### config.mk
export PLATFORM = sky130hd
export DESIGN_NAME = cr_front
export DESIGN_NICKNAME = d
export VERILOG_FILES = /design/src/hw/rtl/cr_pkg.sv /design/src/hw/rtl/cr_front.sv
export SDC_FILE = /design/constraint.sdc
export NUM_CORES = 2
export LEC_CHECK = 0
export ABC_AREA = 0
export BUFFER_PORTS_ARGS = -buffer_cell sky130_fd_sc_hd__buf_4
export CAP_MARGIN = 20
export CELL_PAD_IN_SITES_DETAIL_PLACEMENT = 1
export CELL_PAD_IN_SITES_GLOBAL_PLACEMENT = 1
export CORE_MARGIN = 4
export CORE_UTILIZATION = 45
export CTS_CLUSTER_DIAMETER = 60
export DETAILED_ROUTE_END_ITERATION = 8
export PLACE_DENSITY = 0.82
export SYNTH_ARGS = -nofsm -noshare
export SYNTH_HDL_FRONTEND = slang
export SYNTH_SLANG_ARGS = --single-unit
### constraint.sdc
create_clock -name clock -period 6.5 [get_ports clock]
set_input_delay 0.325 -clock clock [delete_from_list [all_inputs] [get_ports clock]]
set_output_delay 0.325 -clock clock [all_outputs]
set_load 0.01 [all_outputs]
### src/hw/rtl/cr_pkg.sv
// Shared types and codes for the Catmull-Rom path follower.
// No dependencies; imported by every module of the block.
package cr_pkg;

   // item kinds carried in req_tuser
   localparam logic [2:0] OP_LOAD    = 3'd0;
   localparam logic [2:0] OP_START   = 3'd1;
   localparam logic [2:0] OP_STOP    = 3'd2;
   localparam logic [2:0] OP_TOGGLE  = 3'd3;
   localparam logic [2:0] OP_RST_T   = 3'd4;
   localparam logic [2:0] OP_TICK    = 3'd5;

   // register indexes on the csr port
   localparam logic [2:0] REG_DURATION = 3'd0;
   localparam logic [2:0] REG_TENSION  = 3'd1;
   localparam logic [2:0] REG_NUM_PTS  = 3'd2;
   localparam logic [2:0] REG_TRIG_CNT = 3'd3;
   localparam logic [2:0] REG_TRIG_P0  = 3'd4;
   localparam logic [2:0] REG_TRIG_P1  = 3'd5;
   localparam logic [2:0] REG_TRIG_P2  = 3'd6;
   localparam logic [2:0] REG_TRIG_P3  = 3'd7;

   localparam int NUM_TRIG = 4;

   // effective configuration, already clamped
   typedef struct packed {
      logic [31:0]                 dur;      // duration, zero taken as one
      logic [15:0]                 tension;
      logic [4:0]                  n;        // points in use
      logic [2:0]                  tcnt;     // triggers in use
      logic [NUM_TRIG-1:0][6:0]    pct;
   } cr_cfg_type;

   // queue entry between front and back
   typedef struct packed {
      logic                 is_tick;
      logic [3:0]           idx;
      logic signed [23:0]   z;
      logic signed [23:0]   y;
      logic signed [23:0]   x;
      logic [31:0]          sum;
      logic [NUM_TRIG-1:0]  fired;
      logic                 still;
      logic                 ended;
   } cr_job_type;

endpackage

### src/hw/rtl/cr_front.sv
// Front end: accepts request words, keeps motion state, elapsed time and
// trigger flags, and queues point loads and tick jobs. Uses cr_pkg.
module cr_front import cr_pkg::*; #(
   parameter int MAX_POINTS = 16
) (
   input  logic        clock,
   input  logic        reset,
   input  cr_cfg_type  cfg,
   input  logic        req_tvalid,
   output logic        req_tready,
   input  logic [2:0]  req_tuser,   // op
   input  logic [95:0] req_tdata,   // point_index, point_x, point_y, point_z, delta_time
   output logic        push_valid,
   input  logic        push_ready,
   output cr_job_type  push_job
);

   typedef enum logic [1:0] {F_IDLE, F_TRIG, F_PUSH} state_type;

   state_type           state_ff;
   logic [31:0]         elapsed_ff;
   logic                moving_ff;
   logic [NUM_TRIG-1:0] fired_ff;
   cr_job_type          job_ff;

   logic                accept;
   logic [3:0]          in_idx;
   logic [15:0]         in_dt;
   logic [32:0]         sum_in;
   logic [NUM_TRIG-1:0] hit;
   logic [39:0]         lhs;
   logic [39:0]         rhs;

   assign req_tready = (state_ff == F_IDLE);
   assign accept     = req_tvalid && req_tready;
   assign in_idx     = req_tdata[3:0];
   assign in_dt      = req_tdata[91:76];
   assign sum_in     = {1'b0, elapsed_ff} + 33'(in_dt);
   assign push_valid = (state_ff == F_PUSH);
   assign push_job   = job_ff;

   // elapsed*100 >= percent*duration, exact
   always_comb begin
      lhs = 40'(job_ff.sum) * 40'd100;
      for (int i = 0; i < NUM_TRIG; i++) begin
         rhs    = 40'(cfg.pct[i]) * 40'(cfg.dur);
         hit[i] = (3'(i) < cfg.tcnt) && !fired_ff[i] && (lhs >= rhs);
      end
   end

   always_ff @(posedge clock) begin
      if (reset) begin
         state_ff   <= F_IDLE;
         elapsed_ff <= '0;
         moving_ff  <= 1'b0;
         fired_ff   <= '0;
      end else begin
         case (state_ff)
            F_IDLE: begin
               if (accept) begin
                  job_ff.idx   <= in_idx;
                  job_ff.x     <= $signed(req_tdata[27:4]);
                  job_ff.y     <= $signed(req_tdata[51:28]);
                  job_ff.z     <= $signed(req_tdata[75:52]);
                  job_ff.fired <= '0;
                  case (req_tuser)
                     OP_LOAD: begin
                        job_ff.is_tick <= 1'b0;
                        if (int'(in_idx) < MAX_POINTS) begin
                           state_ff <= F_PUSH;
                        end
                     end
                     OP_START: begin
                        elapsed_ff <= '0;
                        moving_ff  <= 1'b1;
                     end
                     OP_STOP:   moving_ff  <= 1'b0;
                     OP_TOGGLE: moving_ff  <= !moving_ff;
                     OP_RST_T:  elapsed_ff <= '0;
                     OP_TICK: begin
                        if (moving_ff) begin
                           job_ff.is_tick <= 1'b1;
                           if (sum_in >= {1'b0, cfg.dur}) begin
                              elapsed_ff   <= cfg.dur;
                              job_ff.sum   <= cfg.dur;
                              moving_ff    <= 1'b0;
                              job_ff.ended <= 1'b1;
                              job_ff.still <= 1'b0;
                           end else begin
                              elapsed_ff   <= sum_in[31:0];
                              job_ff.sum   <= sum_in[31:0];
                              job_ff.ended <= 1'b0;
                              job_ff.still <= 1'b1;
                           end
                           state_ff <= F_TRIG;
                        end
                     end
                     default: ;
                  endcase
               end
            end
            F_TRIG: begin
               fired_ff     <= fired_ff | hit;
               job_ff.fired <= hit;
               state_ff     <= F_PUSH;
            end
            F_PUSH: begin
               if (push_ready) begin
                  state_ff <= F_IDLE;
               end
            end
            default: state_ff <= F_IDLE;
         endcase
      end
   end

endmodule

# Word-level counts from Yosys, hierarchy flattened
# Index checks and enable logic that the tools add are counted.
[word_totals] register_bits=154 in_bits=187 output_inout_bits=117 elab_cells=88
[classes] addsub=1 n_mul=5 magnitude_cmp=9 n_eq_ne=12 mux=18 bitwise=2 n_reduce_logical=28
[ops] cell="greater-or-equal comparator 39 bit" count=4
[ops] cell="multiplier 7 x 32 -> 39 bit" count=4
[ops] cell="2-to-1 mux 32 bit" count=2
[ops] cell="case mux 32 bit (2 select lines)" count=1
[ops] cell="multiplier 32 x 5 -> 37 bit (second input constant)" count=1
[ops] cell="adder 32 x 16 -> 33 bit" count=1
[ops] cell="greater-or-equal comparator 33 x 32 -> 1 bit" count=1
[ops] cell="2-to-1 mux 2 bit" count=6
[ops] cell="AND reduction 5 bit" count=2
[ops] cell="logical AND 1 bit" count=9
[ops] cell="AND reduction 3 bit" count=3
[ops] cell="case mux 4 bit (2 select lines)" count=1
[ops] cell="AND reduction 4 bit" count=2
[ops] cell="== test 3 x 2 -> 1 bit (second input constant)" count=2
[ops] cell="== test 3 bit (second input constant)" count=2
[ops] cell="< comparator 1 x 3 -> 1 bit (first input constant)" count=2
[ops] cell="< comparator 2 x 3 -> 1 bit (first input constant)" count=2
[ops] cell="2-to-1 mux 6 bit" count=1
[ops] cell="case mux 2 bit (3 select lines)" count=1
[ops] cell="nonzero test 2 bit" count=3
[ops] cell="logical NOT 1 bit" count=5
[ops] cell="inequality test 2 x 1 -> 1 bit (second input constant)" count=2
[ops] cell="bitwise OR 4 bit" count=1
[ops] cell="case mux 1 bit (4 select lines)" count=1
[ops] cell="other kinds (14)" count=16

# Depth between registers and ports, before layout
[logic_depth] word_depth=7 mapped_depth=33 ltp_nobuf=31

# Least setup slack after synthesis
# Ideal clock, no wire load.
[synth_timing] kind="in2reg" startpoint="in cfg[52] in the netlist's numbering" endpoint="reg job_ff (netlist bit push_job[5]) (data pin)" setup_time_ns=0.262 arrival_time_ns=6.704 t_required_ns=6.238 setup_slack_ns=-0.466 stages=31 path_buffers=2 cell_sequence="clkbuf_1 > clkbuf_1 > nand2_1 > fa_1 > fa_1 > inv_1 > fa_1 > inv_1 > fa_1 > inv_1 > ha_1 > nand4_1 > o21ai_0 > nor4b_1 > o21ai_1 > o31a_1 > a31o_2 > a21o_1 > a21oi_1 > xor2_1 > ha_1 > a21o_1 > a21o_1 > a21oi_1 > nor2_1 > a211oi_1 > o211ai_1 > a2111oi_0 > a21oi_1 > o21ai_0 > a211oi_1"
[synth_via] elab_chain_len=4
[synth_lines] item="start: declaration" line_no="cr_front.sv:8" source="input cr_cfg_type cfg,"
[synth_lines] item="multiplier 7 x 32 -> 39 bit" line_no="cr_front.sv:46" source="rhs = 40'(cfg.pct[i]) * 40'(cfg.dur);"
[synth_lines] item="greater-or-equal comparator 39 bit" line_no="cr_front.sv:47" source="hit[i] = (3'(i) < cfg.tcnt) && !fired_ff[i] && (lhs >= rhs);"
[synth_lines] item="logical AND 1 bit" line_no="cr_front.sv:47"
[synth_lines] item="case mux 4 bit (2 select lines)" line_no="cr_front.sv:58" source="case (state_ff)"
[synth_lines] item="end: declaration" line_no="cr_front.sv:24" source="cr_job_type job_ff;"
# Every way passes these cells.
# A chain may end at the register's enable or synchronous reset.

# Final worst setup path
[layout_timing] startpoint="in cfg[15] in the netlist's numbering" endpoint="reg job_ff (netlist bit push_job[4]) (data pin)"
# The elaborated chain is that of the path after synthesis.

==> results.py <==
metrics = {
    "min_path": {
        "min_path_type": "input pin to register",
    },
    "timing": {
        "fin_ws_ns": -1.12,
        "finalCriticalPeriod_ns": 7.62,
        "fin_skew_ns": 0.0315,
        "slew_headroom_pct": -68.6,
        "rsz0062_at_grt": "true",
        "hold_viol_final": 0,
        "slew_viol_final": 5,
        "worst_pin_slew_ns": 2.51,
        "period_share_pct": 117,
        "report.final.setup_viol": 10,
        "fmax_mhz": 131,
    },
    "grt": {
        "grt_pass1_vias": 43100,
        "grt_max_degree": 50,
        "grt_pass1_wl_um": 243000,
        "grt_usage_pct": 32.6,
        "antenna_found_initial": 18,
        "grt_overflow": 0,
    },
    "synth": {
        "synth_area_um2": 41000,
        "synth_top_cells_by_count": "741 x and2_1, 624 x fa_1, 524 x ha_1",
        "yosys_warnings": 0,
        "syn-num-nets": 5751,
        "netlist_instances": 4416,
        "ys_ff_latch": 154,
        "async_flop_share_pct": 0,
        "synth_area_leaders": "fa_1 30%, ha_1 16%, and2_1 11%",
        "yosysSeqAreaShare_pct": 10.3,
        "yosysTopAreaCell": "fa_1",
        "yosysMostFrequentCell": "and2_1",
        "synth_area_per_cell_um2": 9.28,
        "ys.flop_type": "edfxtp_1",
        "yosysTopAreaCellShare_pct": 30.5,
        "synth_cell_type_count": 96,
        "synth_edf_count": 115,
    },
    "die": {
        "core_um2": 90100,
        "fp.dieW_um": 310,
        "row_count": 110,
        "dieArea_um2": 95900,
        "initial_core_util_pct": 45.4,
        "io_pins": 304,
        "die_y_um": 310,
    },
    "status": {
        "status": "finished with violations",
        "violations": "capacitance limit, slew limit, setup timing",
    },
    "route": {
        "vias_per_cell": 6.39,
        "drtIter0Drc": 3896,
        "wl_per_cell_um": 29.8,
        "drt_first_pass_iters": 7,
        "drc": 0,
        "vias": 40400,
        "ant_nets": 0,
        "routed_wl_um": 188000,
    },
    "power": {
        "max-vdd-ir-drop_uv": 263,
        "p_per_area_nw_per_um2": 441,
        "p_leak_uw": 0.0253,
    },
    "setup_path": {
        "worst-setup-path-type": "input pin to register",
        "cp_common_cell": "buf_4",
        "path_buf_inv": 6,
        "worstSetupStartpointType": "input pin",
        "crit_arrival_ns": 7.83,
        "slowest_stage": "fa_1",
        "cpPeakStageDelay_ns": 0.95,
        "cp_top_family": "adder cells",
        "endpoint_kind": "register",
        "worstPathRequired_ns": 6.72,
        "rrSetupSlack_ns": -0.94,
        "path_max_fanout": 8,
    },
    "placement": {
        "portBuffers": 278,
        "place_congestion": 0.879,
        "dp_cells": 6178,
        "dp_hpwl_um": 117000,
        "pre_cts_slack_ns": -1.18,
    },
    "cells_and_area": {
        "stdcell_count": 6314,
        "areaGrowthSynthToFinish_pct": 23.8,
        "drive_gt1_share_pct": 22.5,
        "nets": 6444,
    },
    "clock_tree": {
        "cts-root-buf": "clkbuf_16",
        "clk_path_buf_depth": 2,
        "cts.sinks": 154,
        "htree_levels": 4,
        "numCtsBuffers": 17,
        "clkLatencyLatePin_ns": 0.49,
        "cts_tree": "yes",
        "clk_pin_slew_worst_paths_ns": 0.10,
    },
    "flow_run": {
        "max_cap_violations": 1,
    },
}
==> path summary, 6_finish.rpt <==
path / start / to / depth (start not counted)
max: cfg[15] / push_job[4] / 29
min: req_tdata[23] / push_job[57] / 1
max reg2reg: push_job[16] / push_job[4] / 24
min reg2reg: fired_ff[2] / fired_ff[2] / 2
==> layout by cell type (no fill, tap or decap), types with 115 or more instances in the layout <==
master,count
fa_1,609
a21o_1,173
edfxtp_1,115
a21oi_1,170
nor2_1,123
and2_1,720
inv_1,501
nand2_1,266
ha_1,499
buf_4,797
==> where the power goes <==
group	leakage [uW]	switching, uW	internal (uW)
Clock	0.000305	580	533
Combinational	0.0236	11100	9010
Sequential	0.00135	12.3	1080
==> layout make-up <==
cell class | count | area (um2)
inverters | 514 | 1930
repair buffers | 884 | 7320
diodes | 16 | 40.0
flip-flops and latches | 154 | 4230
clock buffers | 17 | 425
clock inverters | 15 | 211
well taps | 1176 | 1470
multi-input cells | 3538 | 35100
fillers | 10100 | 39400
==> sequential cells by signal, indices dropped and copies added (netlist names) <==
| name | flops |
|---|---|
| elapsed_ff | 32 |
| moving_ff | 1 |
| push_job | 115 |
| state_ff | 2 |
| fired_ff | 4 |
==> per-layer routing <==
| layer | global-route usage [%] | routed length (um) | vias up |
|---|---|---|---|
| met4 | 22.7 | 21000 | 4 |
| met3 | 4.87 | 16800 | 1445 |
| met2 | 56.7 | 88200 | 2803 |
| li1 | - | - | 16000 |
| met5 | 0 | 52 | - |
| met1 | 36.9 | 62300 | 20100 |
==> cell families after synthesis <==
family                     after synthesis  share of synthesized area, %
muxes                                   18                         0.489
xor gates and xnor gates               187                          4.00
buffers and inverters                  724                          6.73
DFF                                    154                          10.3
adders and majority gates             1148                          46.5
AOI/OAI and AO/OA                      758                          12.7
and+or+nand+nor                       1427                          19.3
==> what timing repair did <==
action                     4_1_cts  5_1_grt
resized for setup              164      138
pin swaps                      109      132
cloned                           3        0
setup endpoints to repair        8        9
hold endpoints to repair        14        5
hold buffers                    14        5
buffers inserted                38       28
==> worst reg2reg max path: stages, from the launching register on <==
cell	delay [ns]
edfxtp_1	0.51
ha_1	0.36
ha_1	0.32
inv_1	0.07
fa_1	0.48
inv_1	0.05
ha_1	0.32
buf_4	0.15
nand3_1	0.15
or2_2	0.33
a211oi_1	0.55
or4_1	0.24
buf_4	0.13
a21boi_0	0.14
xnor2_1	0.95
ha_1	0.44
a21o_1	0.20
a21o_1	0.19
a21oi_1	0.26
o21ai_0	0.28
a221oi_2	0.48
buf_4	0.19
a211oi_1	0.08
o211ai_1	0.23
nor2_1	0.09
==> per-stage QoR <==
| step | util (%) | cell area (um2) | hold WS, ns | setup TNS (ns) | total power, uW |
|---|---|---|---|---|---|
| 2_1_floorplan | - | 41100 | 0.424 | -0.190 | 11200 |
| 3_3_place_gp | 53.1 | 47900 | 0.433 | -4.47 | 16000 |
| 3_5_place_dp | 53.1 | 47900 | 0.446 | -7.89 | 17200 |
| 4_1_cts | 55.3 | 49800 | 0.000565 | -0.525 | 19300 |
| 5_1_grt | 56.2 | 50700 | 0.000669 | -7.81 | 23600 |
| 6_report | 56.3 | 50700 | 0.00935 | -6.79 | 22400 |
Power figures use the tool's default switching activity.
