### config.mk
export PLATFORM = sky130hd
export DESIGN_NAME = cr_queue
export DESIGN_NICKNAME = d
export VERILOG_FILES = /design/src/hw/rtl/cr_pkg.sv /design/src/hw/rtl/cr_queue.sv
export SDC_FILE = /design/constraint.sdc
export NUM_CORES = 1
export LEC_CHECK = 0
export BUFFER_PORTS_ARGS = -buffer_cell sky130_fd_sc_hd__buf_2
export CELL_PAD_IN_SITES_DETAIL_PLACEMENT = 2
export CELL_PAD_IN_SITES_GLOBAL_PLACEMENT = 2
export CORE_MARGIN = 2
export CORE_UTILIZATION = 35
export DETAILED_ROUTE_END_ITERATION = 16
export GPL_TIMING_DRIVEN = 1
export PLACE_DENSITY_LB_ADDON = 0.1
export SETUP_SLACK_MARGIN = 0.4
export SYNTH_ARGS = -nofsm -noshare
export SYNTH_HDL_FRONTEND = slang
export SYNTH_SLANG_ARGS = --single-unit
### constraint.sdc
create_clock -name clock -period 3.9 [get_ports clock]
set_input_delay 0.585 -clock clock [delete_from_list [all_inputs] [get_ports clock]]
set_output_delay 0.585 -clock clock [all_outputs]
set_load 0.02 [all_outputs]
### src/hw/rtl/cr_pkg.sv
// Shared types and codes for the Catmull-Rom path follower.
// No dependencies; imported by every module of the block.
package cr_pkg;

   // item kinds carried in req_tuser
   localparam logic [2:0] OP_LOAD    = 3'd0;
   localparam logic [2:0] OP_START   = 3'd1;
   localparam logic [2:0] OP_STOP    = 3'd2;
   localparam logic [2:0] OP_TOGGLE  = 3'd3;
   localparam logic [2:0] OP_RST_T   = 3'd4;
   localparam logic [2:0] OP_TICK    = 3'd5;

   // register indexes on the csr port
   localparam logic [2:0] REG_DURATION = 3'd0;
   localparam logic [2:0] REG_TENSION  = 3'd1;
   localparam logic [2:0] REG_NUM_PTS  = 3'd2;
   localparam logic [2:0] REG_TRIG_CNT = 3'd3;
   localparam logic [2:0] REG_TRIG_P0  = 3'd4;
   localparam logic [2:0] REG_TRIG_P1  = 3'd5;
   localparam logic [2:0] REG_TRIG_P2  = 3'd6;
   localparam logic [2:0] REG_TRIG_P3  = 3'd7;

   localparam int NUM_TRIG = 4;

   // effective configuration, already clamped
   typedef struct packed {
      logic [31:0]                 dur;      // duration, zero taken as one
      logic [15:0]                 tension;
      logic [4:0]                  n;        // points in use
      logic [2:0]                  tcnt;     // triggers in use
      logic [NUM_TRIG-1:0][6:0]    pct;
   } cr_cfg_type;

   // queue entry between front and back
   typedef struct packed {
      logic                 is_tick;
      logic [3:0]           idx;
      logic signed [23:0]   z;
      logic signed [23:0]   y;
      logic signed [23:0]   x;
      logic [31:0]          sum;
      logic [NUM_TRIG-1:0]  fired;
      logic                 still;
      logic                 ended;
   } cr_job_type;

endpackage

### src/hw/rtl/cr_queue.sv
// Two-entry queue decoupling the front end from the evaluation back end.
// Uses cr_pkg for the entry type.
module cr_queue import cr_pkg::*; (
   input  logic       clock,
   input  logic       reset,
   input  logic       push_valid,
   output logic       push_ready,
   input  cr_job_type push_job,
   output logic       pop_valid,
   input  logic       pop_ready,
   output cr_job_type pop_job
);

   cr_job_type  ent_ff [2];
   logic        wr_ptr_ff;
   logic        rd_ptr_ff;
   logic [1:0]  cnt_ff;
   logic        do_push;
   logic        do_pop;

   assign push_ready = (cnt_ff != 2'd2);
   assign pop_valid  = (cnt_ff != 2'd0);
   assign pop_job    = ent_ff[rd_ptr_ff];
   assign do_push    = push_valid && push_ready;
   assign do_pop     = pop_valid && pop_ready;

   always_ff @(posedge clock) begin
      if (do_push) begin
         ent_ff[wr_ptr_ff] <= push_job;
      end
   end

   always_ff @(posedge clock) begin
      if (reset) begin
         wr_ptr_ff <= 1'b0;
         rd_ptr_ff <= 1'b0;
         cnt_ff    <= '0;
      end else begin
         if (do_push) wr_ptr_ff <= !wr_ptr_ff;
         if (do_pop)  rd_ptr_ff <= !rd_ptr_ff;
         cnt_ff <= cnt_ff + 2'(do_push) - 2'(do_pop);
      end
   end

endmodule

* Word-level counts from Yosys, hierarchy flattened
Memories as Yosys holds them, arrays and structs flattened. A register that Yosys moved wholly into a read port is not among the register bits.
Cells that the tools add are included.
** Word-level totals
- Register bits :: 4
- Logic and storage cells :: 16
- Input bits :: 119
- Bits in writable memories :: 230
- Memories :: 1
** Memories
- ent_ff :: words 2, width 115, read ports 1, clocked after Yosys merged registers in 1, wr ports 1, line cr_queue.sv:14 : cr_job_type ent_ff [2];
** Operators by class
- Reduce and logical (&&, ||, !) cells :: 5
- Multiplexer cells :: 4
- Equal/unequal tests :: 1
- Add/subtract/negate cells :: 2
** Operators by type and width (number)
- $mux W1 :: 4
- $add A2 B1 Y2 :: 1
- $logic_and A1 B1 Y1 :: 2
- $logic_not A1 Y1 :: 2
- $ne A2 B2 Y1 const B :: 1
- $reduce_bool A2 Y1 :: 1
- $sub A2 B1 Y2 :: 1

* Longest topological paths before layout
Gate-level depths: netlist (run 1).
- Depth after elaboration :: 4
- Gate-level depth with buffers :: 6

* Worst setup path before layout (run 1)
OpenSTA, ideal clock, no wires.
- Kind :: reg-to-reg
- From :: register cnt_ff[0]
- To :: memory ent_ff[1][0] (netlist name) (enable)
- Setup time :: 0.488 ns
- Arrival time :: 3.422 ns
- Required time :: 3.412 ns
- Stages on the path, launching flop included :: 3
- Period minus slack after synthesis :: 3.910 ns
- Buffers on the path :: 0
- Setup slack :: -0.010 ns
- Path through :: dfxtp_1 -> nand2b_1 -> and3_1
** On the way
- Cells in the longest elaborated chain, start to end :: 4
** RTL lines
- start, declared :: line cr_queue.sv:17 : logic [1:0] cnt_ff;
- start signal, assigned :: line cr_queue.sv:41 : cnt_ff <= cnt_ff + 2'(do_push) - 2'(do_pop);
- $ne A2 B2 Y1 :: line cr_queue.sv:21 : assign push_ready = (cnt_ff != 2'd2);
- via push_ready :: line cr_queue.sv:7 : output logic push_ready,
- $logic_and A1 B1 Y1 :: line cr_queue.sv:24 : assign do_push = push_valid && push_ready;
- $mux W1 :: line cr_queue.sv:28 : if (do_push) begin
- $mux W1 (not written as such) :: line cr_queue.sv:29 : ent_ff[wr_ptr_ff] <= push_job;
- end, declared :: line cr_queue.sv:14
The timed path passes the listed nets, and every way through them passes these cells.

==> results.toml, run 1 <==
[status]
status = "completed"

[setup_path]
arrival_ns = 2.24
r2r-start = "cnt_ff[0]$_SDFF_PP0_"
critPathLaunchType = "flop"
rr_worst_depth = 4
path_class = "reg -> out"
required_ns = 3.31
cp_slowest_cell = "dfxtp_4"
crit_buf_inv = 2
path_delay_family = "flip-flops"
end_kind = "output port"
worstPathCellList = "buf_12 -> mux2_2 -> buf_2"
rrSetupSlack_ns = 1.57
reg2reg_to = "ent_ff[0][17]$_DFFE_PP_"
critPathMaxFanout = 40
max_stage_delay_ns = 0.79

[clocking]
tritoncts.num_buffers = 26
cts-root-buf = "clkbuf_16"
cts_hold_buf = 0
clk_latency_ns = 0.51
cts_tree = "yes"
h-tree-depth = 1
clk_path_buf_depth = 3
cts.repair.resized = 0
clock_sink_count = 235
cts_setup_buffers = 0
clk_pin_slew_ns = 0.06

[floorplanning]
rows = 57
ios = 236
start_util_pct = 35.8
die_y_microns = 162
chipWidth_microns = 162
core_area_sq_mm = 0.0245
dieArea_sq_mm = 0.0263

[worst_hold_path]
hold_class = "in -> reg"
min-delay-start = "push_job[39]"
hold-path-cell-count = 1
holdPathEnd = "ent_ff[1][39]$_DFFE_PP_"

[layout]
final_cell_mix = "235 x buf_2, 230 x edfxtp_1, 65 x mux2_2"
layout-drive-gt1-share_pct = 59.9
fillCellCount = 2300
syn_to_final_growth_pct = 27.7
regArea_sq_mm = 0.00701
final_cells = 987
final_common_cell = "buf_2"
nNetsFinal = 763
multiInputGateArea_sq_mm = 0.00164

[synthesis]
yosysUniqueCellTypes = 24
synth_cells = 387
syn_area_per_cell_sq_um = 22.6
synth_area_sq_mm = 0.00876
ys_seq_area_share_pct = 80.0
mappedNetlistNets = 507
yosys_warnings = 0
synth_seq_cells = 235

[placement]
portBuffers = 235
place.gp.congestion = 0.680
place_hpwl_mm = 13.2
placed_cells = 939

[pwr]
irDropWorstVdd_mv = 0.520
powerDensity_mw_per_mm2 = 641
leakage_nw = 4.22

[timing]
setup_tns_ns = 0
relSlewSlack_pct = 40.0
fin_skew_ns = 0.00878
slew_viol_final = 0
fin_crit_sh_pct = 72.4
rsz0062_at_grt = "no"
fin_crit_ns = 2.82
hold_viol_final = 0
worstMarginPinSlew_ns = 0.898
setup-violations-final = 0
clock.fmax_mhz = 354

[route]
routedWlPerCell_microns = 19.7
vias_per_cell = 4.59
drt_pass1_iterations = 4
ant_nets = 0
drc = 0
dr.first_iter.drc_count = 209
num_vias = 4526
wl_mm = 19.4

[job]
max_cap_violations = 0

[global_route]
grt_pass1_vias = 5066
grt_first_pass_wirelength_mm = 29.1
grt_usage_pct = 14.5
gr-total-overflow = 0
antenna_found_initial = 2
grt_max_degree = 54
[synthesized netlist by cell type]
| master | count | area share [%] |
|---|---|---|
| nand3b_1 | 1 | 0.086 |
| nor4_1 | 1 | 0.071 |
| a21bo_2 | 1 | 0.11 |
| xor2_1 | 1 | 0.10 |
| and3_1 | 2 | 0.14 |
| dfxtp_1 | 5 | 1.1 |
| nor3_2 | 1 | 0.11 |
| a21oi_1 | 1 | 0.057 |
| ha_1 | 1 | 0.14 |
| mux2_2 | 65 | 8.4 |
| nor2_1 | 4 | 0.17 |
| buf_6 | 7 | 0.90 |
| o31a_1 | 1 | 0.10 |
| o21ai_0 | 2 | 0.11 |
| mux2_4 | 50 | 8.6 |
| inv_1 | 1 | 0.043 |
| nand3_1 | 1 | 0.057 |
| nor4bb_1 | 1 | 0.11 |
| or2_2 | 1 | 0.071 |
| nand2b_1 | 1 | 0.071 |
| o21ba_2 | 1 | 0.11 |
| buf_2 | 6 | 0.34 |
| edfxtp_1 | 230 | 79 |
| nor2b_1 | 2 | 0.14 |
[report_power, final]
part | total (W) | internal, W | switching, W
registers | 0.00319 | 0.00307 | 0.000121
logic | 0.00160 | 0.000694 | 0.000902
clock network | 0.00238 | 0.00145 | 0.000930
total | 0.00717 | 0.00521 | 0.00195
[state kept, by name, summed over array words and instances (netlist names), named ones only]
| signal | count |
|---|---|
| wr_ptr_ff | 1 |
| ent_ff | 230 |
| rd_ptr_ff | 1 |
| cnt_ff | 2 |
[metal layers]
metal  share of wire [%]  GRT usage [%]  wire length [microns]
met1                  39           16.7                   7490
met2                  52           26.4                  10200
met3                 6.8           4.42                   1330
met4                 2.0           3.50                    394
met5               0.067              0                     13
[per-stage QoR]
stage | cell area (sq um) | total power [W] | hold slack [ns] | setup WS [ns] | utilization [%]
after floorplan | 8760 | 0.00434 | 0.472 | 0.994 | -
after global placement | 10400 | 0.00483 | 0.490 | 1.42 | 42.3
after detailed placement | 10400 | 0.00489 | 0.498 | 1.40 | 42.3
after CTS | 11200 | 0.00731 | 0.226 | 0.992 | 45.7
after global routing | 11200 | 0.00748 | 0.230 | 0.952 | 45.7
final | 11200 | 0.00717 | 0.258 | 1.08 | 45.7
[worst max path at each step]
stage,start,to,slack (ns),depth (start not counted)
after global routing,flop,pop_job[1],0.95,3
final,flop,pop_job[1],1.08,3
after floorplan,cnt_ff[0]$_SDFF_PP0_,ent_ff[0][0]$_DFFE_PP_,0.99,3
after global placement,push_valid,ent_ff[0][20]$_DFFE_PP_,1.42,4
after CTS,flop,pop_job[55],0.99,3
after detailed placement,push_valid,ent_ff[0][15]$_DFFE_PP_,1.40,4
[layout make-up]
type / count / area share [%]
antenna: 2 / 0.0447
clock buffer: 33 / 6.24
clock inverter: 13 / 1.17
inverter: 1 / 0.0671
multi-input combinational: 138 / 14.7
sequential: 235 / 62.7
tap: 324 / 3.62
timing repair buffer: 241 / 11.5
[cell families (layout without fill, tap and decap cells)]
group	Yosys count	in the layout	synth area share, %
AOI/OAI and AO/OA	6	6	0.500
and+or+nand+nor	15	15	1.04
adders and majority gates	1	1	0.143
buffers and inverters	14	288	1.29
other	0	2	0
muxes	115	115	16.9
xor gates and xnor gates	1	1	0.100
DFF	235	235	80.0
Power figures use the tool's default switching activity.
==> inputs of run 2 (changes only) <==
==> constraint.sdc (replaced) <==
create_clock -name clock -period 2.4 [get_ports clock]
set_input_delay 0.36 -clock clock [delete_from_list [all_inputs] [get_ports clock]]
set_output_delay 0.36 -clock clock [all_outputs]
set_load 0.02 [all_outputs]
==> results.toml, run 2 (synthesis gave the netlist of run 1 again) <==
[status]
status = "completed"

[global_route]
grt_pass1_vias = 5281
gr-total-overflow = 0
grt_max_degree = 85
grt_usage_pct = 15.5
grt_first_pass_wirelength_mm = 31.0
antenna_found_initial = 2

[pwr]
powerDensity_mw_per_mm2 = 1040
irDropWorstVdd_mv = 0.438
finalPower_w = 0.0121
leakage_nw = 4.42

[clocking]
cts_tree = "yes"
clk_latency_ns = 0.52
clk_path_buf_depth = 3
tritoncts.num_buffers = 27
cts_hold_buf = 0
clock_sink_count = 235
h-tree-depth = 1
clk_pin_slew_ns = 0.06
cts-root-buf = "clkbuf_16"

[route]
num_vias = 4620
drt_pass1_iterations = 4
vias_per_cell = 4.58
drc = 0
dr.first_iter.drc_count = 175
ant_nets = 0
wl_mm = 20.7
routedWlPerCell_microns = 20.5

[timing]
rsz0062_at_grt = "yes"
setup-violations-final = 0
whs_ns = 0.0299
relSlewSlack_pct = 61.1
fin_crit_sh_pct = 87.6
fin_skew_ns = 0.00679
slew_viol_final = 0
fin_crit_ns = 2.10
worstMarginPinSlew_ns = 0.584
hold_viol_final = 0
clock.fmax_mhz = 476

[floorplanning]
rows = 57
ios = 236
die_y_microns = 162
chipWidth_microns = 162
core_area_sq_mm = 0.0245
dieArea_sq_mm = 0.0263
start_util_pct = 35.8

[setup_path]
critPathMaxFanout = 20
arrival_ns = 1.74
end_kind = "output port"
r2r-start = "cnt_ff[0]$_SDFF_PP0_"
critPathLaunchType = "flop"
required_ns = 2.04
path_class = "reg -> out"
rrSetupSlack_ns = 0.67

[layout]
largest_registers = "ent_ff (230), cnt_ff (2)"
final_common_cell = "edfxtp_1"
largest_reg_flops = 230
largest_register = "ent_ff"
multiInputGateArea_sq_mm = 0.00165
layout-drive-gt1-share_pct = 61.1
regArea_sq_mm = 0.00701
final_cell_mix = "230 x edfxtp_1, 222 x buf_2, 65 x mux2_2"
fillCellCount = 2272
syn_to_final_growth_pct = 32.7
nNetsFinal = 784

[placement]
place_hpwl_mm = 13.7
portBuffers = 235
place.gp.congestion = 0.696

[worst_hold_path]
min-delay-start = "push_job[96]"
hold_class = "in -> reg"

[job]
max_cap_violations = 0
[run 2: cell count changes in the layout (fill, tap and decap cells not counted), moves of 2 or more]
cell,previous run,this run
buf_12,5,7
buf_16,0,6
buf_2,235,222
buf_4,1,8
buf_6,0,15
clkbuf_16,27,30
clkinv_1,7,12
dfxtp_1,4,2
dfxtp_2,0,2
[run 2: final timing paths]
kind | end | cells past startpoint
hold reg to reg | rd_ptr_ff$_SDFFE_PP0P_ | 2
hold / removal | ent_ff[1][96]$_DFFE_PP_ | 1
setup / recovery | pop_job[18] | 4
setup reg to reg | ent_ff[0][1]$_DFFE_PP_ | 4
[run 2: what timing repair did]
action,4_1_cts,5_1_grt
buffers inserted,7,2
cloned,4,3
resized for setup,18,25
setup endpoints to repair,106,115
[run 2: layout make-up]
class                   count  share of cell area, %
well taps                 324                   3.49
flip-flops and latches    235                   60.3
repair buffers            261                   14.8
diodes                      1                 0.0215
multi-input cells         138                   14.2
inverters                   1                 0.0646
clock buffers              32                   5.98
clock inverters            17                   1.09
[run 2: power by group]
| group | leakage (nW) | switching, W | internal, W |
|---|---|---|---|
| Sequential | 2.19 | 0.000126 | 0.00499 |
| Clock | 0.400 | 0.00155 | 0.00226 |
| Combinational | 1.83 | 0.00166 | 0.00150 |
| Total | 4.42 | 0.00334 | 0.00875 |
[run 2: through the flow]
stage | utilization, % | setup slack, ns | area [sq um] | cells | setup TNS (ns)
after floorplan | - | -0.351 | 8770 | 387 | -43.76
final | 47.5 | 0.298 | 11600 | 1009 | 0
after detailed placement | 42.5 | 0.636 | 10400 | 943 | 0
after CTS | 46.9 | 0.238 | 11500 | 1003 | 0
after global routing | 47.5 | 0.224 | 11600 | 1008 | 0
after global placement | 42.5 | 0.682 | 10400 | 943 | 0
[run 2: critical path, cell delays in order, from the launching register on]
cell     delay (ns)
dfxtp_4        0.38
buf_12         0.14
buf_16         0.16
mux2_2         0.36
buf_2          0.16
[run 2: layer usage]
layer	track usage (%)	wire [microns]
met4	4.75	554
met3	4.11	1360
met5	0	16
met2	27.6	10800
met1	18.3	8010
==> inputs of run 3 (changes only) <==
--- a/config.mk
+++ b/config.mk
@@ -10,10 +10,13 @@
 export CELL_PAD_IN_SITES_GLOBAL_PLACEMENT = 2
 export CORE_MARGIN = 2
 export CORE_UTILIZATION = 35
+export CTS_BUF_LIST = sky130_fd_sc_hd__clkbuf_16
 export DETAILED_ROUTE_END_ITERATION = 16
 export GPL_TIMING_DRIVEN = 1
+export MAX_ROUTING_LAYER = met4
 export PLACE_DENSITY_LB_ADDON = 0.1
 export SETUP_SLACK_MARGIN = 0.4
+export SLEW_MARGIN = 20
 export SYNTH_ARGS = -nofsm -noshare
 export SYNTH_HDL_FRONTEND = slang
 export SYNTH_SLANG_ARGS = --single-unit
==> results.toml, run 3 (synthesis gave the netlist of run 1 again) <==
[floorplanning]
die_y_microns = 162
chipWidth_microns = 162
dieArea_sq_mm = 0.0263
core_area_sq_mm = 0.0245
rows = 57
start_util_pct = 35.8
ios = 236

[worst_hold_path]
hold_class = "in -> reg"
min-delay-start = "push_job[96]"

[layout]
largest_registers = "ent_ff (230), cnt_ff (2)"
layout-drive-gt1-share_pct = 61.1
final_core_util_pct = 47.5
final_cell_mix = "230 x edfxtp_1, 222 x buf_2, 65 x mux2_2"
largest_reg_flops = 230
syn_to_final_growth_pct = 32.7
postLayoutCellArea_sq_mm = 0.0116
largest_register = "ent_ff"
nNetsFinal = 784
final_common_cell = "edfxtp_1"

[pwr]
powerDensity_mw_per_mm2 = 1040
leakage_nw = 4.44
irDropWorstVdd_mv = 0.439

[timing]
setup_tns_ns = 0
clock.fmax_mhz = 475
setup-violations-final = 0
worstMarginPinSlew_ns = 0.512
fin_crit_ns = 2.11
fin_skew_ns = 0.00678
rsz0062_at_grt = "yes"
slew_viol_final = 0
relSlewSlack_pct = 65.9
fin_crit_sh_pct = 87.8
hold_viol_final = 0

[route]
wl_mm = 20.8
dr.first_iter.drc_count = 200
ant_nets = 0
vias_per_cell = 4.57
drc = 0
num_vias = 4615
routedWlPerCell_microns = 20.6
drt_pass1_iterations = 5

[global_route]
grt_usage_pct = 16.0
gr-total-overflow = 0
grt_first_pass_wirelength_mm = 31.0
grt_max_degree = 85
grt_pass1_vias = 5282
antenna_found_initial = 2

[setup_path]
critPathMaxFanout = 20
end_kind = "output port"
cp-endpoint = "pop_job[18]"
max_stage_delay_ns = 0.38
required_ns = 2.04
rr_worst_depth = 4
r2r-start = "cnt_ff[0]$_SDFF_PP0_"
arrival_ns = 1.75
path_class = "reg -> out"
cp_slowest_cell = "dfxtp_4"
critPathLaunchType = "flop"
reg2reg_to = "ent_ff[0][8]$_DFFE_PP_"
rrSetupSlack_ns = 0.66
worstPathCellList = "buf_12 -> buf_16 -> mux2_2 -> buf_2"

[clocking]
clk_pin_slew_ns = 0.06
h-tree-depth = 1
clock_sink_count = 235
clk_path_buf_depth = 3
clk_latency_ns = 0.52
cts-root-buf = "clkbuf_16"
tritoncts.num_buffers = 27
cts_hold_buf = 0
cts_tree = "yes"

[placement]
portBuffers = 235
place.gp.congestion = 0.704
dpl-instance-area_sq_mm = 0.0104
place_hpwl_mm = 13.7

[status]
status = "completed"

[job]
max_cap_violations = 0
## run 3: what timing repair did
item	in CTS	in global routing
gates cloned	4	3
buffers inserted	7	2
endpoints found under the hold margin	0	0
setup endpoints to repair	106	115
resized for setup	18	25
## run 3: worst min path at each step
stage                                    endpoint  slack, ns  cells after the start
after CTS                 ent_ff[0][35]$_DFFE_PP_      0.001                      1
after global placement     rd_ptr_ff$_SDFFE_PP0P_       0.49                      2
after detailed placement   rd_ptr_ff$_SDFFE_PP0P_       0.50                      2
after floorplan              cnt_ff[1]$_SDFF_PP0_       0.42                      1
final                     ent_ff[1][96]$_DFFE_PP_       0.03                      1
after global routing      ent_ff[0][74]$_DFFE_PP_       0.01                      1
## run 3: cell type report
type                    instances  area (sq um)
inverters                       1          7.51
clock inverters                22           145
fillers                      2273         12800
diodes                          2          5.00
well taps                     324           405
clock buffers                  27           676
repair buffers                261          1720
flip-flops and latches        235          7010
multi-input cells             138          1650
## run 3: critical path, delay by kind of cell, from the launching register on
family / cells / cell delay, ns
muxes: 1 / 0.37
DFF: 1 / 0.38
buffers and inverters: 3 / 0.46
## run 3: per-stage QoR
stage | hold WS, ns | power, W | setup WS [ns] | cells
4_1_cts | 0.00139 | 0.0121 | 0.238 | 1003
2_1_floorplan | 0.422 | 0.00707 | -0.351 | 387
3_3_place_gp | 0.490 | 0.00791 | 0.682 | 943
5_1_grt | 0.0103 | 0.0126 | 0.222 | 1010
3_5_place_dp | 0.501 | 0.00799 | 0.636 | 943
6_report | 0.0280 | 0.0121 | 0.294 | 1010
## run 3: layer usage
| layer | GRT usage, % | vias to the layer above | part of all wire (%) | wire length [microns] |
|---|---|---|---|---|
| met4 | 4.75 | 0 | 2.6 | 546 |
| li1 | - | 2107 | - | - |
| met1 | 18.5 | 2308 | 39 | 8140 |
| met5 | - | - | 0 | 0 |
| met3 | 3.86 | 36 | 6.4 | 1320 |
| met2 | 27.6 | 164 | 52 | 10800 |
## run 3: where the power goes
group / switching (W) / leakage [nW] / internal (W) / total [W]
sequential: 0.000126 / 2.19 / 0.00499 / 0.00511
combinational: 0.00166 / 1.83 / 0.00150 / 0.00316
clock: 0.00156 / 0.420 / 0.00224 / 0.00380
total: 0.00335 / 4.44 / 0.00873 / 0.0121
